## src/res_pkg.sv

```systemverilog
package res_pkg;

	localparam int MaxRecordsDef = 64;

	// One stored record; the sort key is everything above the price payload.
	typedef struct packed {
		logic [63:0] author_high;
		logic [39:0] author_low;
		logic [63:0] title_high;
		logic [39:0] title_low;
		logic [63:0] price_bits;
	} rec_t;

	// Commands from the controller to the datapath.
	typedef struct packed {
		logic wr_in;      // write the input item at wr_addr
		logic wr_cur;     // write the held record at wr_addr
		logic swap_step;  // compare held record with read data, swap on greater
		logic rd_en;      // read the store at rd_addr
		logic cur_ld;     // load the held record from read data
		logic emit;       // present read data as a result
		logic emit_last;  // that result closes the set
	} cmd_t;

endpackage

```

## src/res_ctrl.sv

```systemverilog
module res_ctrl #(
	parameter int MAX_RECORDS = res_pkg::MaxRecordsDef
) (
	input  logic                           clk,
	input  logic                           arst_n,
	input  logic                           start,
	input  logic                           last_of_set,
	output logic                           busy,
	output res_pkg::cmd_t                  cmd,
	output logic [$clog2(MAX_RECORDS)-1:0] wr_addr,
	output logic [$clog2(MAX_RECORDS)-1:0] rd_addr
);
	import res_pkg::*;

	localparam int AW = $clog2(MAX_RECORDS);
	localparam int CW = $clog2(MAX_RECORDS + 1);

	localparam logic [2:0] S_IDLE   = 3'd0;
	localparam logic [2:0] S_RDJ    = 3'd1;
	localparam logic [2:0] S_LDJ    = 3'd2;
	localparam logic [2:0] S_CMP    = 3'd3;
	localparam logic [2:0] S_WRJ    = 3'd4;
	localparam logic [2:0] S_OUT_RD = 3'd5;
	localparam logic [2:0] S_EMIT   = 3'd6;

	logic [2:0]    state_q, state_d;
	logic [CW-1:0] fill_q, fill_d;
	logic [AW-1:0] j_q, j_d;
	logic [AW-1:0] h_q, h_d;
	logic          room;

	assign room = fill_q < CW'(MAX_RECORDS);
	assign busy = state_q != S_IDLE;

	always_comb begin
		state_d = state_q;
		fill_d  = fill_q;
		j_d     = j_q;
		h_d     = h_q;
		cmd     = '0;
		wr_addr = j_q;
		rd_addr = j_q;
		case (state_q)
			S_IDLE: begin
				wr_addr = fill_q[AW-1:0];
				if (start) begin
					j_d = '0;
					if (room) begin
						cmd.wr_in = 1'b1;
						fill_d    = fill_q + CW'(1);
					end
					if (last_of_set) begin
						state_d = (fill_d > CW'(1)) ? S_RDJ : S_OUT_RD;
					end
				end
			end
			S_RDJ: begin
				cmd.rd_en = 1'b1;
				state_d   = S_LDJ;
			end
			S_LDJ: begin
				cmd.cur_ld = 1'b1;
				cmd.rd_en  = 1'b1;
				rd_addr    = j_q + AW'(1);
				h_d        = j_q + AW'(1);
				state_d    = S_CMP;
			end
			S_CMP: begin
				cmd.swap_step = 1'b1;
				wr_addr       = h_q;
				if (CW'(h_q) + CW'(1) < fill_q) begin
					cmd.rd_en = 1'b1;
					rd_addr   = h_q + AW'(1);
					h_d       = h_q + AW'(1);
				end else begin
					state_d = S_WRJ;
				end
			end
			S_WRJ: begin
				cmd.wr_cur = 1'b1;
				wr_addr    = j_q;
				if (CW'(j_q) + CW'(2) < fill_q) begin
					cmd.rd_en = 1'b1;
					rd_addr   = j_q + AW'(1);
					j_d       = j_q + AW'(1);
					state_d   = S_LDJ;
				end else begin
					j_d     = '0;
					state_d = S_OUT_RD;
				end
			end
			S_OUT_RD: begin
				cmd.rd_en = 1'b1;
				state_d   = S_EMIT;
			end
			S_EMIT: begin
				cmd.emit = 1'b1;
				if (CW'(j_q) + CW'(1) == fill_q) begin
					cmd.emit_last = 1'b1;
					fill_d        = '0;
					state_d       = S_IDLE;
				end else begin
					cmd.rd_en = 1'b1;
					rd_addr   = j_q + AW'(1);
					j_d       = j_q + AW'(1);
				end
			end
			default: begin
				state_d = S_IDLE;
			end
		endcase
	end

	always_ff @(posedge clk or negedge arst_n) begin
		if (!arst_n) begin
			state_q <= S_IDLE;
			fill_q  <= '0;
			j_q     <= '0;
			h_q     <= '0;
		end else begin
			state_q <= state_d;
			fill_q  <= fill_d;
			j_q     <= j_d;
			h_q     <= h_d;
		end
	end

endmodule

```

## config.mk

```make
export PLATFORM = sky130hd
export DESIGN_NAME = res_ctrl
export DESIGN_NICKNAME = d
export VERILOG_FILES = /design/src/res_pkg.sv /design/src/res_ctrl.sv
export SDC_FILE = /design/constraint.sdc
export NUM_CORES = 1
export LEC_CHECK = 0
export BUFFER_PORTS_ARGS = -buffer_cell sky130_fd_sc_hd__buf_4
export CORE_ASPECT_RATIO = 0.8
export CORE_MARGIN = 2
export CORE_UTILIZATION = 54
export CTS_BUF_LIST = sky130_fd_sc_hd__clkbuf_16
export DETAILED_ROUTE_END_ITERATION = 10
export PLACE_DENSITY = 0.77
export SYNTH_ARGS = -nofsm -noshare
export SYNTH_HDL_FRONTEND = slang
export SYNTH_SLANG_ARGS = --single-unit
```

## constraint.sdc

```tcl
create_clock -name clk -period 3.11 [get_ports clk]
set_clock_uncertainty 0.15 [all_clocks]
set_input_delay 0.622 -clock clk [delete_from_list [all_inputs] [get_ports clk]]
set_output_delay 0.622 -clock clk [all_outputs]
set_load 0.01 [all_outputs]
```

==> results of run 1 <==
-- routing by layer --
layer / vias up / GRT usage [%] / wire (microns)
met2: 210 / 55.8 / 3910
met3: 52 / 9.10 / 940
met5: - / 0 / 0
met4: 0 / 15.0 / 427
met1: 1277 / 43.9 / 3320
li1: 1226 / - / -
-- sequential cells by signal (all words and copies together), names as in the netlist --
register  cells
state_q       3
j_q           6
fill_q        7
h_q           6
-- power by group --
group          switching, mW  internal, mW  leakage, nW
Combinational        0.00770       0.00253         1.30
Clock                  0.128         0.173       0.0385
Sequential                 0         0.286        0.258
-- logic make-up (layout without fill, tap and decap cells) --
group                      Yosys count  after routing  share of synthesized area (%)
muxes                                4              4                           2.06
adders and majority gates           18             18                           9.75
AOI/OAI and AO/OA                   84             84                           25.2
buffers and inverters               40            118                           7.64
xor gates and xnor gates            12             12                           5.47
and+or+nand+nor                    109            109                           26.0
DFF                                 22             22                           23.8
-- how the worst max path moves through the flow --
stage	start	to	slack [ns]	depth (start not counted)
final	j_q[2]	rd_addr[0]	-0.51	14
after global routing	j_q[1]	rd_addr[0]	-0.69	14
after CTS	j_q[1]	rd_addr[0]	-0.40	13
after detailed placement	j_q[2]	rd_addr[0]	-0.17	13
after global placement	j_q[2]	rd_addr[0]	-0.11	13
after floorplan	j_q[1]	rd_addr[0]	0.002	12
-- metrics by stage --
stage | power (mW) | TNS [ns] | std cells | worst slack (ns)
after floorplan | 0.292 | 0 | 289 | 0.00222
after global placement | 0.302 | -0.350 | 411 | -0.106
after detailed placement | 0.302 | -0.631 | 411 | -0.167
after CTS | 0.595 | -2.08 | 417 | -0.404
after global routing | 0.605 | -3.83 | 424 | -0.686
final | 0.597 | -2.81 | 424 | -0.512
-- cell type report --
class                   instances  area [sq um]
clock buffers                   3          75.1
clock inverters                 1          3.75
fillers                       272           823
inverters                      22          82.6
multi-input cells             227          1830
flip-flops and latches         22           552
well taps                      57          71.3
repair buffers                 92           718
-- Yosys cell counts (3+ instances only) --
cell type / number
nor2_1: 8
a21oi_1: 16
xor2_1: 4
nand2_1: 40
a22oi_1: 6
o21ai_0: 18
a32o_1: 4
clkbuf_1: 6
ha_1: 18
and2_1: 3
nand2b_1: 5
nand3_1: 18
and3_1: 6
inv_1: 21
a22o_1: 5
dfrtp_1: 22
o31ai_1: 3
xnor2_1: 6
buf_2: 9
nand4_1: 5
nor3_1: 7
a31oi_1: 5
o211ai_1: 9
-- cells in the final DEF, fill, tap and decap left out, drive strengths merged, types with 2 or more instances in the layout --
cell,count
buf,92
nand2,40
dfrtp,22
inv,21
o21ai,20
nand3,20
ha,18
a21oi,16
o211ai,9
nor2,8
nor3,7
xnor2,7
a22oi,6
and3,6
nand4,6
a31oi,5
nand2b,5
a22o,5
a32o,4
xor2,4
and2,4
o31ai,4
a211oi,3
clkbuf,3
o221ai,3
mux2,3
nor4,3
clkinv,2
a21o,2
o22ai,2
nor4bb,2
a311oi,2
-- repair_timing --
action,in CTS,in global routing
hold buffers,0,0
pin swaps,8,16
resized for setup,28,16
buffers inserted,3,7
setup endpoints to repair,8,9
==> summary.md, run 1 <==
| Metric | Value |
|---|---|
| Initial drt markers | 453 |
| CTS tree | built |
| Crit path max-delay cell type | dfrtp_1 |
| Final period util | 116% |
| Area leader, netlist | dfrtp_1 |
| Post-synth EDFFs | 0 |
| H-tree Lvls | 1 |
| Aggregate global-route resource usage | 34.6% |
| Largest net degree at the start of global routing | 23 |
| GRT overflow | 0 |
| Synth Flop Type | dfrtp_1 |
| Crit path kind | flip-flop to primary output |
| Sequential element share of the synthesized area | a little under a quarter |
| Placement Rows | 21 |
| Violated checks | negative setup slack |
| WP buf/inv | 2 |
| Setup WS post-layout | -0.512 ns |
| Max-Cap Viols | 0 |
| Via Count | 2765 |
| Routed WL | 8600 microns |
| First drt pass iteration count | 7 |
| Final core area utilization | between 80% and 90% |
| Cell Area, Synth | ~2300 sq um |
| Rel. slew slack | 73.3% |
| Gpl congestion | 0.933 |
| Initial antenna violation count | 0 |
| CP required | 2.34 ns |
| Final Max Slew Viols | 0 |
| Synth Register Bits | 22 |
| Worst r2r path cells | 11 |
| Initial Utilization | between 50% and 60% |
| Hpwl dp | ~5600 microns |
| Die Area | 4820 sq um |
| Vias in the first global route | approximately 2600 |
| Synth async-reset ratio | 100% |
| LEAKAGE | 1.60 nW |
| RSZ-0062 raised after global routing | yes |
| Core area | 4150 sq um |
| Syn_area_per_cell | about 8 sq um |
| Peak supply drop | 0.210 mV |
| Cell area after layout | 3330 sq um |
| Proportion of layout cells with a drive suffix above 1 | between 30% and 40% |
| Setup slack, reg-to-reg | 0.10 ns |
| Routed len/inst | 20.3 microns |
| Die Wd | 77.1 microns |
| Root buffer cell | clkbuf_16 |
| Wire length of the first global-routing pass | 13100 microns |
| Top area cells in the synthesized netlist | dfrtp_1 24%, ha_1 9.8%, nand2_1 6.5% |
| Clk pin slew, worst setup/hold paths | 0.07 ns |
| Clk buf depth | 2 |
| IO Port Bufs | 23 |
| Area Growth Syn to Fin | 44.1% |
| RR Endpoint | fill_q[0] |
| Syn Nets | 311 |
| Worst path cell trace | buf_4, ha_4, nand3_2, xnor2_1, ha_1, nand4_1, a21oi_2, nor2_2, ha_1, a21oi_1, a211o_1, o31ai_2, nand4_1, buf_4 |
| Die Ht | 62.5 microns |
| Worst hold path class | primary input to asynchronous set/reset pin |
| Antenna diodes | 0 |
| Number of CTS-inserted buffers | 3 |
| WHS | 0.104 ns |
| WP data arrival | 2.85 ns |
| DP Area | 2930 sq um |
| Area share of the largest cell type after synthesis | 23.8% |
| FMAX | 0.276 GHz |
| Synth warn | 0 |
| Startpoint Class | flip-flop |
| Crit-path max FO | 3 |
| Worst stage delay on the critical path | 0.40 ns |
| Worst Max-Slew Pin Slew | approximately 0.4 ns |
| Status | finished, violations left |
| Power per cell area | 179 nW/um^2 |
| Ports | 24 |
| Clock latency at the later pin of the worst-skew pair | 0.27 ns |
| ANT nets after route | 0 |
| Final routed DRC violation total | 0 |
| Final setup viols | 8 |
| Yosys cell types | 60 |
| Layout Nets | 390 |
| Clock Sinks | 22 |
| Final Hold Vio Count | 0 |
| RR Startpoint | j_q[0] |
| Final Critical Period | 3.62 ns |
| Crit end category | primary output |
| Gate count of the mapped netlist | roughly 290 |
| Vias/cell | between 6 and 7 |
| CP delay by family, top | adder cells |
(Power assumes the default switching activity.)
==> run 2, diff against run 1 <==
--- a/config.mk
+++ b/config.mk
@@ -13,4 +13,5 @@
 export DETAILED_ROUTE_END_ITERATION = 10
 export PLACE_DENSITY = 0.77
+export SLEW_MARGIN = 20
 export SYNTH_ARGS = -nofsm -noshare
 export SYNTH_HDL_FRONTEND = slang
--- a/constraint.sdc
+++ b/constraint.sdc
@@ -3,3 +3,3 @@
 set_input_delay 0.622 -clock clk [delete_from_list [all_inputs] [get_ports clk]]
 set_output_delay 0.622 -clock clk [all_outputs]
-set_load 0.01 [all_outputs]
+set_load 0.1 [all_outputs]
==> summary.md, run 2 (synthesis results as in run 1) <==
| Metric | Value |
|---|---|
| Commonest non-fill, non-tap cell in the layout | buf_4 (unchanged) |
| ANT nets after route | 0 (unchanged) |
| Clock Sinks | 22 (unchanged) |
| Fillers | 274 (was 272) |
| Gpl congestion | 0.944 (was 0.933) |
| Die Area | 4820 sq um (unchanged) |
| Rel. slew slack | 58.1% (was 73.3%) |
| Clk pwr share | 49.9% (was 50.4%) |
| FMAX | 0.266 GHz (was 0.276 GHz) |
| Clock latency at the later pin of the worst-skew pair | 0.27 ns (about the same) |
| Status | finished, violations left (unchanged) |
| Setup WS post-layout | -0.655 ns (was -0.512 ns) |
| Top Registers | fill_q (7), h_q (6), j_q (6) (unchanged) |
| First drt pass iteration count | 6 (was 7) |
| Largest Register | fill_q (unchanged) |
| Vias/cell | 6.56 (was 6.52) |
| Clk buf depth | 2 (unchanged) |
| Core area | 4150 sq um (unchanged) |
| Clk pin slew, worst setup/hold paths | 0.07 ns (about the same) |
| Layout Nets | 397 (was 390) |
| Final Critical Period | 3.76 ns (was 3.62 ns) |
| Routed WL | 8850 microns (was 8600 microns) |
| Power per cell area | 172 nW/um^2 (was 179 nW/um^2) |
| Final routed DRC violation total | 0 (unchanged) |
| Crit path kind | flip-flop to primary output (unchanged) |
| Hpwl dp | 6010 microns (was 5590 microns) |
| GRT overflow | 0 (unchanged) |
| Worst path cell trace | ha_4, nand3_2, xnor2_1, ha_1, nand4_1, a21oi_2, nor2_2, ha_1, a21oi_1, a211o_1, o31ai_1, nand4_1, buf_8 (was buf_4, ha_4, nand3_2, xnor2_1, ha_1, nand4_1, a21oi_2, nor2_2, ha_1, a21oi_1, a211o_1, o31ai_2, nand4_1, buf_4) |
| Wire length of the first global-routing pass | 13500 microns (was 13100 microns) |
| Worst hold path class | primary input to asynchronous set/reset pin (unchanged) |
| IO Port Bufs | 23 (unchanged) |
| Number of CTS-inserted buffers | 3 (unchanged) |
| Root buffer cell | clkbuf_16 (unchanged) |
| Startpoint Class | flip-flop (unchanged) |
| Antenna diodes | 0 (unchanged) |
| Initial drt markers | 376 (was 453) |
| Crit-path max FO | 3 (unchanged) |
| Aggregate global-route resource usage | 35.3% (was 34.6%) |
| Gate power share | 1.7% (about the same) |
| Initial Utilization | 55.6% (unchanged) |
| Peak supply drop | 0.287 mV (was 0.210 mV) |
| Placement Rows | 21 (unchanged) |
| Area Growth Syn to Fin | 49.2% (was 44.1%) |
| Die Ht | 62.5 microns (unchanged) |
| Initial antenna violation count | 0 (unchanged) |
| Vias in the first global route | 2747 (was 2618) |
| Final setup viols | 8 (unchanged) |
| Ports | 24 (unchanged) |
| Commonest cells after routing, fill and taps aside | 87 x buf_4, 39 x nand2_1, 20 x inv_1 (was 87 x buf_4, 40 x nand2_1, 21 x inv_1, 21 x dfrtp_1, 15 x o21ai_0) |
| Post-Route Setup TNS | -3.97 ns (was -2.81 ns) |
| Crit end category | primary output (unchanged) |
| Largest net degree at the start of global routing | 23 (unchanged) |
| DP Worst Slack | -0.359 ns (was -0.167 ns) |
| Via Count | 2827 (was 2765) |
| Worst stage delay on the critical path | 0.42 ns (was 0.40 ns) |
| Final period util | 121% (was 116%) |
| CTS tree | built (unchanged) |
| LEAKAGE | 1.65 nW (was 1.60 nW) |
| Routed len/inst | 20.5 microns (was 20.3 microns) |
| WP data arrival | 2.99 ns (was 2.85 ns) |
| CP required | 2.34 ns (about the same) |
| Worst Max-Slew Pin Slew | 0.628 ns (was 0.398 ns) |
| Proportion of layout cells with a drive suffix above 1 | 41.2% (was 38.7%) |
| Switching Fraction | 22.0% (was 22.7%) |
| Crit path max-delay cell type | dfrtp_2 (was dfrtp_1) |
| Final Max Slew Viols | 0 (unchanged) |
| Max-Cap Viols | 0 (unchanged) |
| RSZ-0062 raised after global routing | yes (unchanged) |
| Cell internal pwr | 0.461 mW (about the same) |
| Violated checks | negative setup slack (unchanged) |
| Largest register FFs | 7 (unchanged) |
| Sequential power share | 48.4% (was 47.9%) |
| Final Hold Vio Count | 0 (unchanged) |
| H-tree Lvls | 1 (unchanged) |
| P_sw | 0.130 mW (was 0.136 mW) |
| Die Wd | 77.1 microns (unchanged) |
[run 2: cell count changes in the layout (fill, tap and decap cells not counted), sizes merged]
cell and change:
buf +7
[run 2: repair_timing]
action / CTS / global route
pin swaps: 13 / 11
hold buffers: 0 / 0
endpoints found under the setup margin: 8 / 8
buffers inserted: 4 / 7
resized for setup: 25 / 23
[run 2: final timing paths]
| check | start | end | slack [ns] | cells after the start |
|---|---|---|---|---|
| worst max-delay path | j_q[1] | rd_addr[0] | -0.65 | 13 |
| worst max register to register | j_q[1] | j_q[3] | 0.12 | 10 |
| worst min register to register | h_q[4] | h_q[4] | 0.48 | 3 |
| worst min-delay path | arst_n | fill_q[6] | 0.11 | 1 |
| max in group asynchronous | arst_n | j_q[1] | 2.43 | 1 |
| min in group clk | h_q[4] | h_q[4] | 0.48 | 3 |
[run 2: stage by stage]
| stage | hold slack [ns] | cell area (sq um) | utilization (%) | total power, mW | std cells |
|---|---|---|---|---|---|
| after detailed placement | 0.395 | 3050 | 73.5 | 0.302 | 417 |
| after global placement | 0.393 | 3050 | 73.5 | 0.302 | 417 |
| after floorplan | 0.176 | 2420 | - | 0.292 | 289 |
| final | 0.108 | 3450 | 83.0 | 0.591 | 431 |
| after global routing | 0.129 | 3450 | 83.0 | 0.602 | 431 |
| after CTS | 0.115 | 3260 | 78.6 | 0.585 | 425 |
[run 2: power by group through the flow]
stage          Sequential (mW)  Clock [mW]  Combinational [mW]
3_5_place_dp             0.291           0              0.0104
5_1_grt                  0.286       0.305              0.0118
3_3_place_gp             0.291           0              0.0102
6_report                 0.286       0.295              0.0102
2_1_floorplan            0.292           0           0.0000479
4_1_cts                  0.286       0.288              0.0104
[run 2: layout make-up]
class / instances / area, sq um / share of cell area, %
multi-input combinational: 227 / 1850 / 53.7
sequential: 22 / 554 / 16.1
inverter: 22 / 82.6 / 2.40
clock inverter: 1 / 3.75 / 0.109
clock buffer: 3 / 75.1 / 2.18
tap: 57 / 71.3 / 2.07
timing repair buffer: 99 / 810 / 23.5
[run 2: metal layers]
metal	vias to the layer above	track usage, %	wire length (microns)
li1	1234	-	-
met1	1363	45.6	3650
met5	-	0	0
met2	191	58.4	4060
met3	39	7.66	807
met4	0	12.5	330
[run 2: critical path, delay by kind of cell, from the launching register on]
| family | cells | cell delay [ns] |
|---|---|---|
| AOI/OAI and AO/OA | 4 | 0.69 |
| DFF | 1 | 0.42 |
| adders and majority gates | 3 | 0.79 |
| xor gates and xnor gates | 1 | 0.15 |
| and+or+nand+nor | 4 | 0.46 |
| buffers and inverters | 1 | 0.21 |
